==> src/hdl/epl_pkg.sv <==
`timescale 1ns / 1ps
// ----------------------------------------------------------------------------
// epl_pkg
// shared types, codes and helpers of the energy plan table
// ----------------------------------------------------------------------------
package epl_pkg;

    localparam int DIV_BITS  = 43;
    localparam int SEC_PER_H = 3600;
    localparam int RES_MAX   = 4;

    localparam logic [3:0] ACT_ALLOC_E  = 4'd0;
    localparam logic [3:0] ACT_ALLOC_T  = 4'd1;
    localparam logic [3:0] ACT_SET_E    = 4'd2;
    localparam logic [3:0] ACT_SET_T    = 4'd3;
    localparam logic [3:0] ACT_ADJUST   = 4'd4;
    localparam logic [3:0] ACT_SELECT   = 4'd5;
    localparam logic [3:0] ACT_REPORT   = 4'd6;
    localparam logic [3:0] ACT_CLEAR    = 4'd7;
    localparam logic [3:0] ACT_CLR_ALL  = 4'd8;
    localparam logic [3:0] ACT_SET_PWR  = 4'd9;

    localparam logic [1:0] STAT_OK        = 2'd0;
    localparam logic [1:0] STAT_NO_FREE   = 2'd1;
    localparam logic [1:0] STAT_BAD_SLOT  = 2'd2;
    localparam logic [1:0] STAT_NO_ACTIVE = 2'd3;

    typedef struct packed {
        logic [3:0]         action;
        logic [31:0]        now;
        logic [2:0]         slot;
        logic signed [31:0] amount_a;
        logic signed [31:0] amount_b;
        logic [31:0]        earliest_start;
        logic [31:0]        latest_end;
        logic               power_on;
    } t_in_word;

    typedef struct packed {
        logic [1:0]  status;
        logic [2:0]  plan_slot;
        logic        has_plan;
        logic [31:0] start_in;
        logic [31:0] end_in;
        logic [31:0] min_time;
        logic [31:0] max_time;
        logic        power_state;
        logic        last;
    } t_out_word;

    typedef struct packed {
        logic        start;
        logic [30:0] wh;
        logic [15:0] power;
    } t_div_req;

    typedef struct packed {
        logic        done;
        logic [31:0] quot;
    } t_div_rsp;

    typedef enum logic [3:0] {
        S_IDLE,
        S_DISPATCH,
        S_SETUP,
        S_U_LOAD,
        S_U_DREQ,
        S_U_DOPT,
        S_U_FIN1,
        S_U_FIN2,
        S_U_DONE,
        S_WALK,
        S_REP,
        S_EMIT,
        S_OUT
    } t_state;

    function automatic logic [30:0] add_energy(input logic [30:0] e,
                                               input logic signed [31:0] d);
        logic signed [33:0] s;
        s = $signed({3'b000, e}) + 34'(d);
        if (s <= 34'sd0) begin
            return 31'd0;
        end else if (s > 34'sh7FFF_FFFF) begin
            return '1;
        end
        return s[30:0];
    endfunction

    function automatic logic [31:0] until_t(input logic [31:0] t, input logic [31:0] now);
        return (t > now) ? (t - now) : 32'd0;
    endfunction

endpackage

==> src/hdl/epl_in_if.sv <==
`timescale 1ns / 1ps
// ----------------------------------------------------------------------------
// epl_in_if
// input word channel of the energy plan table
// ----------------------------------------------------------------------------
interface epl_in_if;
    logic              valid;
    logic              ready;
    epl_pkg::t_in_word data;
    modport source (output valid, output data, input ready);
    modport sink   (input valid, input data, output ready);
endinterface

==> src/hdl/epl_out_if.sv <==
`timescale 1ns / 1ps
// ----------------------------------------------------------------------------
// epl_out_if
// result word channel of the energy plan table
// ----------------------------------------------------------------------------
interface epl_out_if;
    logic               valid;
    logic               ready;
    epl_pkg::t_out_word data;
    modport source (output valid, output data, input ready);
    modport sink   (input valid, input data, output ready);
endinterface

==> src/hdl/epl_cfg_if.sv <==
`timescale 1ns / 1ps
// ----------------------------------------------------------------------------
// epl_cfg_if
// configuration write channel carrying the load power
// ----------------------------------------------------------------------------
interface epl_cfg_if;
    logic        valid;
    logic        ready;
    logic [15:0] data;
    modport source (output valid, output data, input ready);
    modport sink   (input valid, input data, output ready);
endinterface

==> src/hdl/epl_div.sv <==
`timescale 1ns / 1ps
// ----------------------------------------------------------------------------
// epl_div
// serial restoring divider: wh * 3600 / power, one quotient bit per cycle,
// result saturated to 32 bits
// ----------------------------------------------------------------------------
module epl_div (
    input  logic                i_clk,
    input  logic                i_rst_n,
    input  epl_pkg::t_div_req   i_req,
    output epl_pkg::t_div_rsp   o_rsp
);

    localparam int CW = $clog2(epl_pkg::DIV_BITS);

    logic                         r_busy;
    logic                         r_done;
    logic [CW-1:0]                r_cnt;
    logic [epl_pkg::DIV_BITS-1:0] r_dvd;
    logic [16:0]                  r_rem;
    logic [15:0]                  r_div;
    logic [16:0]                  rem_sh;
    logic [16:0]                  rem_sub;

    assign rem_sh  = {r_rem[15:0], r_dvd[epl_pkg::DIV_BITS-1]};
    assign rem_sub = rem_sh - {1'b0, r_div};

    always_ff @(posedge i_clk) begin
        if (!i_rst_n) begin
            r_busy <= 1'b0;
            r_done <= 1'b0;
            r_cnt  <= '0;
        end else if (i_req.start) begin
            r_busy <= 1'b1;
            r_done <= 1'b0;
            r_cnt  <= '0;
        end else if (r_busy) begin
            r_cnt <= r_cnt + 1'b1;
            if (r_cnt == CW'(epl_pkg::DIV_BITS - 1)) begin
                r_busy <= 1'b0;
                r_done <= 1'b1;
            end
        end else begin
            r_done <= 1'b0;
        end
    end

    always_ff @(posedge i_clk) begin
        if (i_req.start) begin
            r_dvd <= epl_pkg::DIV_BITS'(i_req.wh) * epl_pkg::DIV_BITS'(epl_pkg::SEC_PER_H);
            r_rem <= '0;
            r_div <= i_req.power;
        end else if (r_busy) begin
            if (rem_sh >= {1'b0, r_div}) begin
                r_rem <= rem_sub;
                r_dvd <= {r_dvd[epl_pkg::DIV_BITS-2:0], 1'b1};
            end else begin
                r_rem <= rem_sh;
                r_dvd <= {r_dvd[epl_pkg::DIV_BITS-2:0], 1'b0};
            end
        end
    end

    assign o_rsp.done = r_done;
    assign o_rsp.quot = (|r_dvd[epl_pkg::DIV_BITS-1:32]) ? 32'hFFFF_FFFF : r_dvd[31:0];

endmodule

==> src/hdl/energy_plan_table_unit.sv <==
`timescale 1ns / 1ps
// ----------------------------------------------------------------------------
// energy_plan_table_unit
// table of run plans for a switched load with a shared serial divider
// ----------------------------------------------------------------------------
// usage:
//   i_in carries one command word; i_in.ready is high only while the block
//   is idle. o_out returns one to four result words per command, the final
//   one flagged by last. i_cfg writes the load power at any time; it is used
//   by the next plan that is set up.
//   an energy based plan update with a nonzero load power runs two 43-step
//   divisions on the one shared divider; a time based update uses no division.
//   report walks all used plans, and select walks all plans when no active
//   plan is still live.
//   a stalled receiver holds the result word in the output register and the
//   sequencer waits; no command is taken until the last word has gone.
//   reset (synchronous, active low) empties the table, drops the active plan,
//   turns the load off and sets the load power to zero.
// ----------------------------------------------------------------------------
module energy_plan_table_unit #(
    parameter int PLAN_COUNT = 4
) (
    input  logic      i_clk,
    input  logic      i_rst_n,
    epl_in_if.sink    i_in,
    epl_out_if.source o_out,
    epl_cfg_if.sink   i_cfg
);

    localparam int IW = (PLAN_COUNT > 1) ? $clog2(PLAN_COUNT) : 1;
    localparam int PW = $clog2(PLAN_COUNT + 1);

    epl_pkg::t_state    r_state, n_state;
    epl_pkg::t_in_word  r_in;
    epl_pkg::t_out_word r_od;
    epl_pkg::t_div_req  div_req;
    epl_pkg::t_div_rsp  div_rsp;

    logic [PLAN_COUNT-1:0] r_used;
    logic                  r_tb    [PLAN_COUNT];
    logic [31:0]           r_start [PLAN_COUNT];
    logic [31:0]           r_end   [PLAN_COUNT];
    logic [15:0]           r_power [PLAN_COUNT];
    logic [30:0]           r_req   [PLAN_COUNT];
    logic [30:0]           r_opt   [PLAN_COUNT];
    logic [31:0]           r_min_t [PLAN_COUNT];
    logic [31:0]           r_max_t [PLAN_COUNT];
    logic [31:0]           r_last_t[PLAN_COUNT];

    logic          r_act_v;
    logic [IW-1:0] r_act_idx;
    logic          r_load_on;
    logic [15:0]   r_maxc;

    logic [IW-1:0]      r_idx;
    logic [PW-1:0]      r_pos;
    logic [2:0]         r_cnt;
    logic signed [31:0] r_dr, r_dop;
    logic               r_pwr;
    logic               r_ok;
    logic               r_phase;
    logic               r_best_v;
    logic [IW-1:0]      r_best_idx;
    logic [31:0]        r_best_start;
    logic [31:0]        r_min, r_max, r_left;
    logic [1:0]         r_estat;
    logic [2:0]         r_eslot;
    logic               r_eplan;
    logic               r_elast;
    logic               r_rep;
    logic               r_ov;

    logic          free_v;
    logic [IW-1:0] free_idx;
    logic          slot_ok;
    logic [IW-1:0] pos_idx;
    logic          pos_end;
    logic          more_used;
    logic [30:0]   req_new, opt_new;
    logic [31:0]   dt;
    logic [31:0]   cap_max, cap_min;
    logic          has_emit;
    logic          energy_act;

    epl_div u_div (
        .i_clk   (i_clk),
        .i_rst_n (i_rst_n),
        .i_req   (div_req),
        .o_rsp   (div_rsp)
    );

    // free slot search and index helpers
    always_comb begin
        free_v   = 1'b0;
        free_idx = '0;
        for (int i = PLAN_COUNT - 1; i >= 0; i--) begin
            if (!r_used[i]) begin
                free_v   = 1'b1;
                free_idx = IW'(i);
            end
        end
    end

    always_comb begin
        more_used = 1'b0;
        for (int j = 0; j < PLAN_COUNT; j++) begin
            if ((PW'(j) > r_pos) && r_used[j]) begin
                more_used = 1'b1;
            end
        end
    end

    assign slot_ok    = ({1'b0, r_in.slot} < 4'(PLAN_COUNT));
    assign pos_idx    = r_pos[IW-1:0];
    assign pos_end    = (r_pos == PW'(PLAN_COUNT));
    assign energy_act = (r_in.action == epl_pkg::ACT_ALLOC_E) ||
                        (r_in.action == epl_pkg::ACT_SET_E);
    assign req_new    = epl_pkg::add_energy(r_req[r_idx], r_dr);
    assign opt_new    = epl_pkg::add_energy(r_opt[r_idx], r_dop);
    assign dt         = r_in.now - r_last_t[r_idx];
    assign cap_max    = (r_max > r_left) ? r_left : r_max;
    assign cap_min    = (r_min > cap_max) ? cap_max : r_min;
    assign has_emit   = r_eplan && r_used[r_idx];

    // next state
    always_comb begin
        n_state = r_state;
        unique case (r_state)
            epl_pkg::S_IDLE: begin
                if (i_in.valid) n_state = epl_pkg::S_DISPATCH;
            end
            epl_pkg::S_DISPATCH: begin
                unique case (r_in.action) inside
                    epl_pkg::ACT_ALLOC_E, epl_pkg::ACT_ALLOC_T: begin
                        n_state = free_v ? epl_pkg::S_SETUP : epl_pkg::S_EMIT;
                    end
                    epl_pkg::ACT_SET_E, epl_pkg::ACT_SET_T: begin
                        n_state = slot_ok ? epl_pkg::S_SETUP : epl_pkg::S_EMIT;
                    end
                    epl_pkg::ACT_ADJUST: begin
                        n_state = r_act_v ? epl_pkg::S_U_LOAD : epl_pkg::S_EMIT;
                    end
                    epl_pkg::ACT_SELECT: begin
                        n_state = r_act_v ? epl_pkg::S_U_LOAD : epl_pkg::S_WALK;
                    end
                    epl_pkg::ACT_REPORT: n_state = epl_pkg::S_WALK;
                    default:             n_state = epl_pkg::S_EMIT;
                endcase
            end
            epl_pkg::S_SETUP: n_state = epl_pkg::S_U_LOAD;
            epl_pkg::S_U_LOAD: begin
                if (!r_used[r_idx]) begin
                    n_state = epl_pkg::S_U_DONE;
                end else if (!r_tb[r_idx] && (r_power[r_idx] != 16'd0)) begin
                    n_state = epl_pkg::S_U_DREQ;
                end else begin
                    n_state = epl_pkg::S_U_FIN1;
                end
            end
            epl_pkg::S_U_DREQ: begin
                if (div_rsp.done) n_state = epl_pkg::S_U_DOPT;
            end
            epl_pkg::S_U_DOPT: begin
                if (div_rsp.done) n_state = epl_pkg::S_U_FIN1;
            end
            epl_pkg::S_U_FIN1: n_state = epl_pkg::S_U_FIN2;
            epl_pkg::S_U_FIN2: n_state = epl_pkg::S_U_DONE;
            epl_pkg::S_U_DONE: begin
                unique case (r_in.action) inside
                    epl_pkg::ACT_SELECT: begin
                        n_state = (!r_phase && r_ok) ? epl_pkg::S_EMIT : epl_pkg::S_WALK;
                    end
                    epl_pkg::ACT_REPORT: n_state = epl_pkg::S_WALK;
                    default:             n_state = epl_pkg::S_EMIT;
                endcase
            end
            epl_pkg::S_WALK: begin
                if (pos_end) begin
                    n_state = (r_in.action == epl_pkg::ACT_SELECT) ?
                              epl_pkg::S_EMIT : epl_pkg::S_REP;
                end else if ((r_in.action == epl_pkg::ACT_SELECT) || r_used[pos_idx]) begin
                    n_state = epl_pkg::S_U_LOAD;
                end
            end
            epl_pkg::S_REP: begin
                if (pos_end) begin
                    n_state = (r_cnt == 3'd0) ? epl_pkg::S_EMIT : epl_pkg::S_IDLE;
                end else if (r_used[pos_idx] && (r_cnt < 3'(epl_pkg::RES_MAX))) begin
                    n_state = epl_pkg::S_EMIT;
                end
            end
            epl_pkg::S_EMIT: n_state = epl_pkg::S_OUT;
            epl_pkg::S_OUT: begin
                if (o_out.ready) n_state = r_rep ? epl_pkg::S_REP : epl_pkg::S_IDLE;
            end
            default: n_state = epl_pkg::S_IDLE;
        endcase
    end

    // outputs
    always_comb begin
        epl_pkg::t_out_word w;
        w             = r_od;
        w.power_state = r_load_on;
        o_out.data    = w;
        o_out.valid   = r_ov;
        i_in.ready    = (r_state == epl_pkg::S_IDLE);
        i_cfg.ready   = 1'b1;
        div_req.start = ((r_state == epl_pkg::S_U_LOAD) && r_used[r_idx] && !r_tb[r_idx] &&
                         (r_power[r_idx] != 16'd0)) ||
                        ((r_state == epl_pkg::S_U_DREQ) && div_rsp.done);
        div_req.wh    = (r_state == epl_pkg::S_U_LOAD) ? req_new : r_opt[r_idx];
        div_req.power = r_power[r_idx];
    end

    always_ff @(posedge i_clk) begin
        if (!i_rst_n) begin
            r_state <= epl_pkg::S_IDLE;
        end else begin
            r_state <= n_state;
        end
    end

    always_ff @(posedge i_clk) begin
        if (!i_rst_n) begin
            r_maxc <= 16'd0;
        end else if (i_cfg.valid) begin
            r_maxc <= i_cfg.data;
        end
    end

    // control state
    always_ff @(posedge i_clk) begin
        if (!i_rst_n) begin
            r_used    <= '0;
            r_act_v   <= 1'b0;
            r_act_idx <= '0;
            r_load_on <= 1'b0;
            r_ov      <= 1'b0;
            r_rep     <= 1'b0;
            r_pos     <= '0;
            r_cnt     <= '0;
            r_phase   <= 1'b0;
            r_best_v  <= 1'b0;
            r_ok      <= 1'b0;
        end else begin
            unique case (r_state)
                epl_pkg::S_DISPATCH: begin
                    r_pos    <= '0;
                    r_cnt    <= '0;
                    r_phase  <= !r_act_v;
                    r_best_v <= 1'b0;
                    r_rep    <= 1'b0;
                    unique case (r_in.action) inside
                        epl_pkg::ACT_CLEAR: begin
                            if (slot_ok) r_used[r_in.slot[IW-1:0]] <= 1'b0;
                        end
                        epl_pkg::ACT_CLR_ALL: r_used    <= '0;
                        epl_pkg::ACT_SET_PWR: r_load_on <= r_in.power_on;
                        default: ;
                    endcase
                end
                epl_pkg::S_SETUP: r_used[r_idx] <= 1'b1;
                epl_pkg::S_U_LOAD: begin
                    if (!r_used[r_idx]) r_ok <= 1'b0;
                end
                epl_pkg::S_U_FIN2: begin
                    r_ok <= (cap_max != 32'd0);
                    if (cap_max == 32'd0) r_used[r_idx] <= 1'b0;
                end
                epl_pkg::S_U_DONE: begin
                    unique case (r_in.action) inside
                        epl_pkg::ACT_ALLOC_E, epl_pkg::ACT_ALLOC_T,
                        epl_pkg::ACT_SET_E, epl_pkg::ACT_SET_T: begin
                            if (!r_load_on) r_act_v <= 1'b0;
                        end
                        epl_pkg::ACT_ADJUST: begin
                            if (!r_ok) begin
                                r_load_on <= 1'b0;
                                r_act_v   <= 1'b0;
                            end
                        end
                        epl_pkg::ACT_SELECT: begin
                            if (!r_phase) begin
                                if (!r_ok) begin
                                    r_load_on <= 1'b0;
                                    r_act_v   <= 1'b0;
                                    r_phase   <= 1'b1;
                                end
                            end else begin
                                if (r_ok && (!r_best_v || (r_best_start > r_start[r_idx]))) begin
                                    r_best_v <= 1'b1;
                                end
                                r_pos <= r_pos + 1'b1;
                            end
                        end
                        epl_pkg::ACT_REPORT: begin
                            if (!r_ok && r_act_v && (r_act_idx == r_idx)) begin
                                r_load_on <= 1'b0;
                                r_act_v   <= 1'b0;
                            end
                            r_pos <= r_pos + 1'b1;
                        end
                        default: ;
                    endcase
                end
                epl_pkg::S_WALK: begin
                    if (pos_end) begin
                        if (r_in.action == epl_pkg::ACT_SELECT) begin
                            if (r_best_v) begin
                                r_act_v   <= 1'b1;
                                r_act_idx <= r_best_idx;
                            end
                        end else begin
                            r_pos <= '0;
                        end
                    end else if ((r_in.action != epl_pkg::ACT_SELECT) && !r_used[pos_idx]) begin
                        r_pos <= r_pos + 1'b1;
                    end
                end
                epl_pkg::S_REP: begin
                    if (pos_end) begin
                        r_rep <= 1'b0;
                    end else begin
                        r_pos <= r_pos + 1'b1;
                        if (r_used[pos_idx] && (r_cnt < 3'(epl_pkg::RES_MAX))) begin
                            r_cnt <= r_cnt + 1'b1;
                            r_rep <= 1'b1;
                        end
                    end
                end
                epl_pkg::S_EMIT: r_ov <= 1'b1;
                epl_pkg::S_OUT: begin
                    if (o_out.ready) r_ov <= 1'b0;
                end
                default: ;
            endcase
        end
    end

    // datapath
    always_ff @(posedge i_clk) begin
        unique case (r_state)
            epl_pkg::S_IDLE: begin
                if (i_in.valid) r_in <= i_in.data;
            end
            epl_pkg::S_DISPATCH: begin
                r_dr    <= 32'sd0;
                r_dop   <= 32'sd0;
                r_pwr   <= r_load_on;
                r_eplan <= 1'b0;
                r_elast <= 1'b1;
                r_estat <= epl_pkg::STAT_OK;
                r_eslot <= 3'd0;
                unique case (r_in.action) inside
                    epl_pkg::ACT_ALLOC_E, epl_pkg::ACT_ALLOC_T: begin
                        r_idx <= free_idx;
                        r_pwr <= 1'b0;
                        if (!free_v) r_estat <= epl_pkg::STAT_NO_FREE;
                        if (r_in.action == epl_pkg::ACT_ALLOC_E) begin
                            r_dr  <= r_in.amount_a;
                            r_dop <= r_in.amount_b;
                        end
                    end
                    epl_pkg::ACT_SET_E, epl_pkg::ACT_SET_T: begin
                        r_idx <= r_in.slot[IW-1:0];
                        r_pwr <= 1'b0;
                        if (!slot_ok) begin
                            r_estat <= epl_pkg::STAT_BAD_SLOT;
                            r_eslot <= r_in.slot;
                        end
                        if (r_in.action == epl_pkg::ACT_SET_E) begin
                            r_dr  <= r_in.amount_a;
                            r_dop <= r_in.amount_b;
                        end
                    end
                    epl_pkg::ACT_ADJUST: begin
                        r_idx   <= r_act_idx;
                        r_dr    <= r_in.amount_a;
                        r_dop   <= r_in.amount_b;
                        r_estat <= epl_pkg::STAT_NO_ACTIVE;
                    end
                    epl_pkg::ACT_SELECT: r_idx <= r_act_idx;
                    epl_pkg::ACT_CLEAR: begin
                        r_eslot <= r_in.slot;
                        if (!slot_ok) r_estat <= epl_pkg::STAT_BAD_SLOT;
                    end
                    default: ;
                endcase
            end
            epl_pkg::S_SETUP: begin
                r_tb[r_idx]    <= !energy_act;
                r_start[r_idx] <= r_in.earliest_start;
                r_end[r_idx]   <= r_in.latest_end;
                r_power[r_idx] <= r_maxc;
                r_req[r_idx]   <= 31'd0;
                r_opt[r_idx]   <= 31'd0;
                r_min_t[r_idx] <= r_in.amount_a[31] ? 32'd0 : r_in.amount_a;
                r_max_t[r_idx] <= r_in.amount_b[31] ? 32'd0 : r_in.amount_b;
            end
            epl_pkg::S_U_LOAD: begin
                r_req[r_idx] <= req_new;
                r_opt[r_idx] <= opt_new;
                if (r_tb[r_idx]) begin
                    if (r_pwr) begin
                        r_min <= (r_min_t[r_idx] > dt) ? (r_min_t[r_idx] - dt) : 32'd0;
                        r_max <= (r_max_t[r_idx] > dt) ? (r_max_t[r_idx] - dt) : 32'd0;
                    end else begin
                        r_min <= r_min_t[r_idx];
                        r_max <= r_max_t[r_idx];
                    end
                end else begin
                    r_min <= 32'd0;
                    r_max <= 32'd0;
                end
            end
            epl_pkg::S_U_DREQ: begin
                if (div_rsp.done) r_min <= div_rsp.quot;
            end
            epl_pkg::S_U_DOPT: begin
                if (div_rsp.done) r_max <= div_rsp.quot;
            end
            epl_pkg::S_U_FIN1: begin
                r_left <= epl_pkg::until_t(r_end[r_idx], r_in.now);
                if (r_max < r_min) r_max <= r_min;
            end
            epl_pkg::S_U_FIN2: begin
                r_min_t[r_idx]  <= cap_min;
                r_max_t[r_idx]  <= cap_max;
                r_last_t[r_idx] <= r_in.now;
            end
            epl_pkg::S_U_DONE: begin
                r_elast <= 1'b1;
                if (r_in.action == epl_pkg::ACT_SELECT) begin
                    if (r_phase && r_ok &&
                        (!r_best_v || (r_best_start > r_start[r_idx]))) begin
                        r_best_idx   <= r_idx;
                        r_best_start <= r_start[r_idx];
                    end
                    r_estat <= epl_pkg::STAT_OK;
                    r_eslot <= 3'(r_idx);
                    r_eplan <= 1'b1;
                end else if ((r_in.action == epl_pkg::ACT_ADJUST) && !r_ok) begin
                    r_estat <= epl_pkg::STAT_NO_ACTIVE;
                    r_eslot <= 3'd0;
                    r_eplan <= 1'b0;
                end else begin
                    r_estat <= epl_pkg::STAT_OK;
                    r_eslot <= 3'(r_idx);
                    r_eplan <= 1'b1;
                end
            end
            epl_pkg::S_WALK: begin
                if (pos_end) begin
                    r_idx   <= r_best_idx;
                    r_elast <= 1'b1;
                    r_estat <= r_best_v ? epl_pkg::STAT_OK : epl_pkg::STAT_NO_ACTIVE;
                    r_eslot <= r_best_v ? 3'(r_best_idx) : 3'd0;
                    r_eplan <= r_best_v;
                end else begin
                    r_idx <= pos_idx;
                end
            end
            epl_pkg::S_REP: begin
                r_idx   <= pos_idx;
                r_estat <= epl_pkg::STAT_OK;
                if (pos_end) begin
                    r_eslot <= 3'd0;
                    r_eplan <= 1'b0;
                    r_elast <= 1'b1;
                end else begin
                    r_eslot <= 3'(pos_idx);
                    r_eplan <= 1'b1;
                    r_elast <= (r_cnt == 3'(epl_pkg::RES_MAX - 1)) || !more_used;
                end
            end
            epl_pkg::S_EMIT: begin
                r_od.status      <= r_estat;
                r_od.plan_slot   <= r_eslot;
                r_od.has_plan    <= has_emit;
                r_od.start_in    <= has_emit ? epl_pkg::until_t(r_start[r_idx], r_in.now) : 32'd0;
                r_od.end_in      <= has_emit ? epl_pkg::until_t(r_end[r_idx], r_in.now) : 32'd0;
                r_od.min_time    <= has_emit ? r_min_t[r_idx] : 32'd0;
                r_od.max_time    <= has_emit ? r_max_t[r_idx] : 32'd0;
                r_od.power_state <= r_load_on;
                r_od.last        <= r_elast;
            end
            default: ;
        endcase
    end

    // checks
    a_busy_after_accept: assert property (@(posedge i_clk) disable iff (!i_rst_n)
        (i_in.valid && i_in.ready) |=> !i_in.ready)
        else $error("input taken while a word is in work");

    a_empty_result: assert property (@(posedge i_clk) disable iff (!i_rst_n)
        (o_out.valid && !o_out.data.has_plan) |->
        (o_out.data.min_time == 32'd0 && o_out.data.max_time == 32'd0 &&
         o_out.data.start_in == 32'd0 && o_out.data.end_in == 32'd0))
        else $error("result without plan carries plan fields");

    a_error_no_plan: assert property (@(posedge i_clk) disable iff (!i_rst_n)
        (o_out.valid && (o_out.data.status != epl_pkg::STAT_OK)) |-> !o_out.data.has_plan)
        else $error("error result describes a plan");

    a_div_done_state: assert property (@(posedge i_clk) disable iff (!i_rst_n)
        div_rsp.done |-> (r_state == epl_pkg::S_U_DREQ || r_state == epl_pkg::S_U_DOPT))
        else $error("divider result outside a division wait");

endmodule

==> src/flat_wrapper.sv <==
// flat-port wrapper written by rule: the top's interface ports become plain ports
module energy_plan_table_unit_flat 
#(
    parameter int PLAN_COUNT = 4
)
  (i_clk, i_rst_n, i_in_valid, i_in_data, i_in_ready, o_out_valid, o_out_data, o_out_ready, i_cfg_valid, i_cfg_data, i_cfg_ready);
  epl_in_if i_in_i ();
  epl_out_if o_out_i ();
  epl_cfg_if i_cfg_i ();
  input  logic i_clk;
  input  logic i_rst_n;
  input wire logic [$bits(i_in_i.valid)-1:0] i_in_valid;
  input wire logic [$bits(i_in_i.data)-1:0] i_in_data;
  output wire logic [$bits(i_in_i.ready)-1:0] i_in_ready;
  output wire logic [$bits(o_out_i.valid)-1:0] o_out_valid;
  output wire logic [$bits(o_out_i.data)-1:0] o_out_data;
  input wire logic [$bits(o_out_i.ready)-1:0] o_out_ready;
  input wire logic [$bits(i_cfg_i.valid)-1:0] i_cfg_valid;
  input wire logic [$bits(i_cfg_i.data)-1:0] i_cfg_data;
  output wire logic [$bits(i_cfg_i.ready)-1:0] i_cfg_ready;
  assign i_in_i.valid = i_in_valid;
  assign i_in_i.data = i_in_data;
  assign i_in_ready = i_in_i.ready;
  assign o_out_valid = o_out_i.valid;
  assign o_out_data = o_out_i.data;
  assign o_out_i.ready = o_out_ready;
  assign i_cfg_i.valid = i_cfg_valid;
  assign i_cfg_i.data = i_cfg_data;
  assign i_cfg_ready = i_cfg_i.ready;
  energy_plan_table_unit #(.PLAN_COUNT(PLAN_COUNT)) u_core (.i_clk(i_clk), .i_rst_n(i_rst_n), .i_in(i_in_i), .o_out(o_out_i), .i_cfg(i_cfg_i));
endmodule
==> config.mk <==
export PLATFORM = sky130hd
export DESIGN_NAME = energy_plan_table_unit_flat
export DESIGN_NICKNAME = d
export VERILOG_FILES = /design/src/hdl/epl_pkg.sv /design/src/hdl/epl_in_if.sv /design/src/hdl/epl_out_if.sv /design/src/hdl/epl_cfg_if.sv /design/src/hdl/epl_div.sv /design/src/hdl/energy_plan_table_unit.sv /design/src/flat_wrapper.sv
export SDC_FILE = /design/constraint.sdc
export NUM_CORES = 2
export LEC_CHECK = 0
export BUFFER_PORTS_ARGS = -buffer_cell sky130_fd_sc_hd__buf_2
export CAP_MARGIN = 20
export CORE_UTILIZATION = 25
export DETAILED_ROUTE_END_ITERATION = 16
export HOLD_SLACK_MARGIN = 0.03
export PLACE_DENSITY = 0.36
export SYNTH_ARGS = -nofsm -noshare
export SYNTH_HDL_FRONTEND = slang
export SYNTH_HIERARCHICAL = 1
export SYNTH_SLANG_ARGS = --single-unit
==> constraint.sdc <==
create_clock -name i_clk -period 10.47 [get_ports i_clk]
set_clock_uncertainty 0.2 [all_clocks]
set_input_delay 1.5705 -clock i_clk [delete_from_list [all_inputs] [get_ports i_clk]]
set_output_delay 1.5705 -clock i_clk [all_outputs]
set_load 0.1 [all_outputs]
==> reports/qor.csv <==
metric;value;unit
tns;0;ns
yosysWarnings;6;
ys_ff_latch;1587;
cts_num_sinks;1587;
post-dp-hpwl;217;mm
place_congestion;0.852;
fp-row-count;207;
die_h;568;um
io_pins;328;
grt_pass1_wl;406;mm
syn_avg_cell_area;13.6;sq um
clk_latency;0.88;ns
rrSetupSlack;0.68;ns
io_buffers;326;
drc;0;
dr.pass1.iters;6;
max-cap-violations;0;
antenna_found_initial;31;
drtIter0Drc;3924;
core;319000;sq um
cts_tree;built;
grt_pass1_vias;52100;
h-tree-depth;4;
critPathSlowestCell;o21ai_2;
wl_per_cell;27.2;um
layout_commonest_cell;edfxtp_1;
vias;51600;
die-area;323000;sq um
hold_class;reg -> reg;
cts_root_buf;clkbuf_16;
crit_path_max_fanout;15;
clock_path_buffers;4;
crit_type;reg -> reg;
rsz0062_at_grt;false;
fin_ws;0.680;ns
arrival;10.33;ns
tightest_slew;1.22;ns
drive_above_1_share;16.4;%
synthesis.instances;5919;
slew_headroom;18.0;%
critPathCaptureType;register;
synth_edf_count;1518;
period_minus_slack;9.79;ns
ys_types;111;
track_usage;17.6;%
startpoint_type;register;
ctsResizeCount;0;
synth_area;80200;sq um
nets;7048;
holdBufCountCts;0;
final_cell_mix;edfxtp_1 (1,518), ha_1 (469), inv_1 (399);
cts_buffers;194;
async_flop_share;0;%
slowest_delay;0.69;ns
synthToLayoutAreaGrowth;16.5;%
status;finished clean;
cp.required;11.01;ns
finalMaxSlewViolations;0;
grt_overflow;0;
min_period_over_period;93.5;%
worst-r2r-cell-count;30;
grt_max_degree;113;
start_util;25.2;%
cts.reportedPaths.clkPinSlew;0.06;ns
r2r-end;u_core/u_div/r_dvd[40];
crit_path_end;u_core/u_div/r_dvd[40];
die_w;568;um
pre_cts_ws;0.696;ns
fmax;102;MHz
setup_viol;0;
hold_violations;0;
ys_dominant_reg_cell;edfxtp_1;
avgViaCountPerCell;4.83;
syn-num-nets;6639;
routed_wl;291;mm
ant_nets;0;
post-cts-setup-buffers;0;
synth_seq_area_share;58.6;%
## worst max-delay path: cells and delay by family, from the launching register on
family | cells | cell delay (ns)
adders and majority gates | 7 | 2.39
muxes | 1 | 0.55
AOI/OAI and AO/OA | 18 | 5.14
and+or+nand+nor | 2 | 0.59
buffers and inverters | 2 | 0.26
DFF | 1 | 0.53
## kinds of logic (layout without fill, tap and decap cells)
logic type | count (synthesis) | after routing | share of synthesized area, %
fa+ha+maj | 533 | 533 | 8.89
simple gates | 1384 | 1384 | 9.04
compound gates | 1251 | 1251 | 10.4
xor+xnor | 222 | 222 | 2.46
buf+inv | 616 | 1170 | 2.93
other cells | 1 | 14 | 0.00468
mux | 325 | 325 | 7.72
flops | 1587 | 1587 | 58.6
## worst min-delay path by stage
stage | slack (ns) | endpoint | start | depth (start not counted)
after floorplan | 0.20 | u_core/o_out.data[0] | u_core/r_elast | 0
after global placement | 0.21 | u_core/o_out.data[131] | u_core/r_eslot[0] | 0
final | 0.22 | u_core/o_out.data[132] | u_core/r_eslot[1] | 0
after global routing | 0.24 | u_core/o_out.data[135] | u_core/r_estat[1] | 0
after CTS | 0.22 | u_core/o_out.data[132] | u_core/r_eslot[1] | 0
after detailed placement | 0.21 | u_core/o_out.data[131] | u_core/r_eslot[0] | 0
## through the flow
stage | instance area [sq um] | instances | util [%] | hold slack (ns)
CTS | 93400 | 10700 | 29.3 | 0.221
finish | 93400 | 10700 | 29.3 | 0.218
global placement | 87300 | 10300 | 27.4 | 0.212
floorplan | 80200 | 5919 | - | 0.200
detailed placement | 87300 | 10300 | 27.4 | 0.208
global route | 93400 | 10700 | 29.3 | 0.237
## area by class of cell
type	instances	area [sq um]
timing repair buffer	426	2420
inverter	403	1510
fill	32400	225000
clock buffer	243	5070
antenna	13	32.5
sequential	1587	47000
clock inverter	98	1040
multi-input combinational	3716	31200
tap	4180	5230
## Yosys cell counts (all sizes together) (48+ instances only)
| master | n | area share, % |
|---|---|---|
| buf | 50 | 0.28 |
| inv | 402 | 1.9 |
| o21a | 59 | 0.55 |
| xnor2 | 125 | 1.4 |
| and3 | 81 | 0.63 |
| nor3 | 92 | 0.57 |
| a21oi | 319 | 2.0 |
| dfxtp | 69 | 1.7 |
| fa | 62 | 1.5 |
| mux2i | 74 | 0.92 |
| ha | 469 | 7.3 |
| nand3 | 65 | 0.41 |
| clkbuf | 163 | 0.77 |
| nand2 | 273 | 1.3 |
| mux4 | 233 | 6.5 |
| edfxtp | 1518 | 57 |
| o211ai | 55 | 0.53 |
| nand2b | 90 | 0.70 |
| xor2 | 95 | 1.0 |
| o21ai | 256 | 1.6 |
| nor2b | 61 | 0.48 |
| nand4 | 98 | 0.77 |
| or2 | 48 | 0.37 |
| nand3b | 72 | 0.67 |
| and2 | 106 | 0.83 |
| a21o | 182 | 1.7 |
| nor2 | 304 | 1.4 |
## flip-flops by register name, indices dropped and copies added, names as in the netlist, 124 cells and up, named ones only
register	cells
u_core/r_in	168
u_core/o_out.data	135
u_core/r_end	128
u_core/r_last_t	128
u_core/r_max_t	128
u_core/r_min_t	128
u_core/r_start	128
u_core/r_opt	124
u_core/r_req	124
## routing by layer
layer	GRT usage, %	wire length (um)	up-vias
met1	24.3	134000	26300
met5	0	0	-
met4	4.85	8030	0
met3	2.19	12300	312
li1	-	-	23600
met2	28.8	136000	1350
Power is left out: the tool's default activity adds up to more than one toggle a clock period on the data nets, which glitch-free logic cannot reach.
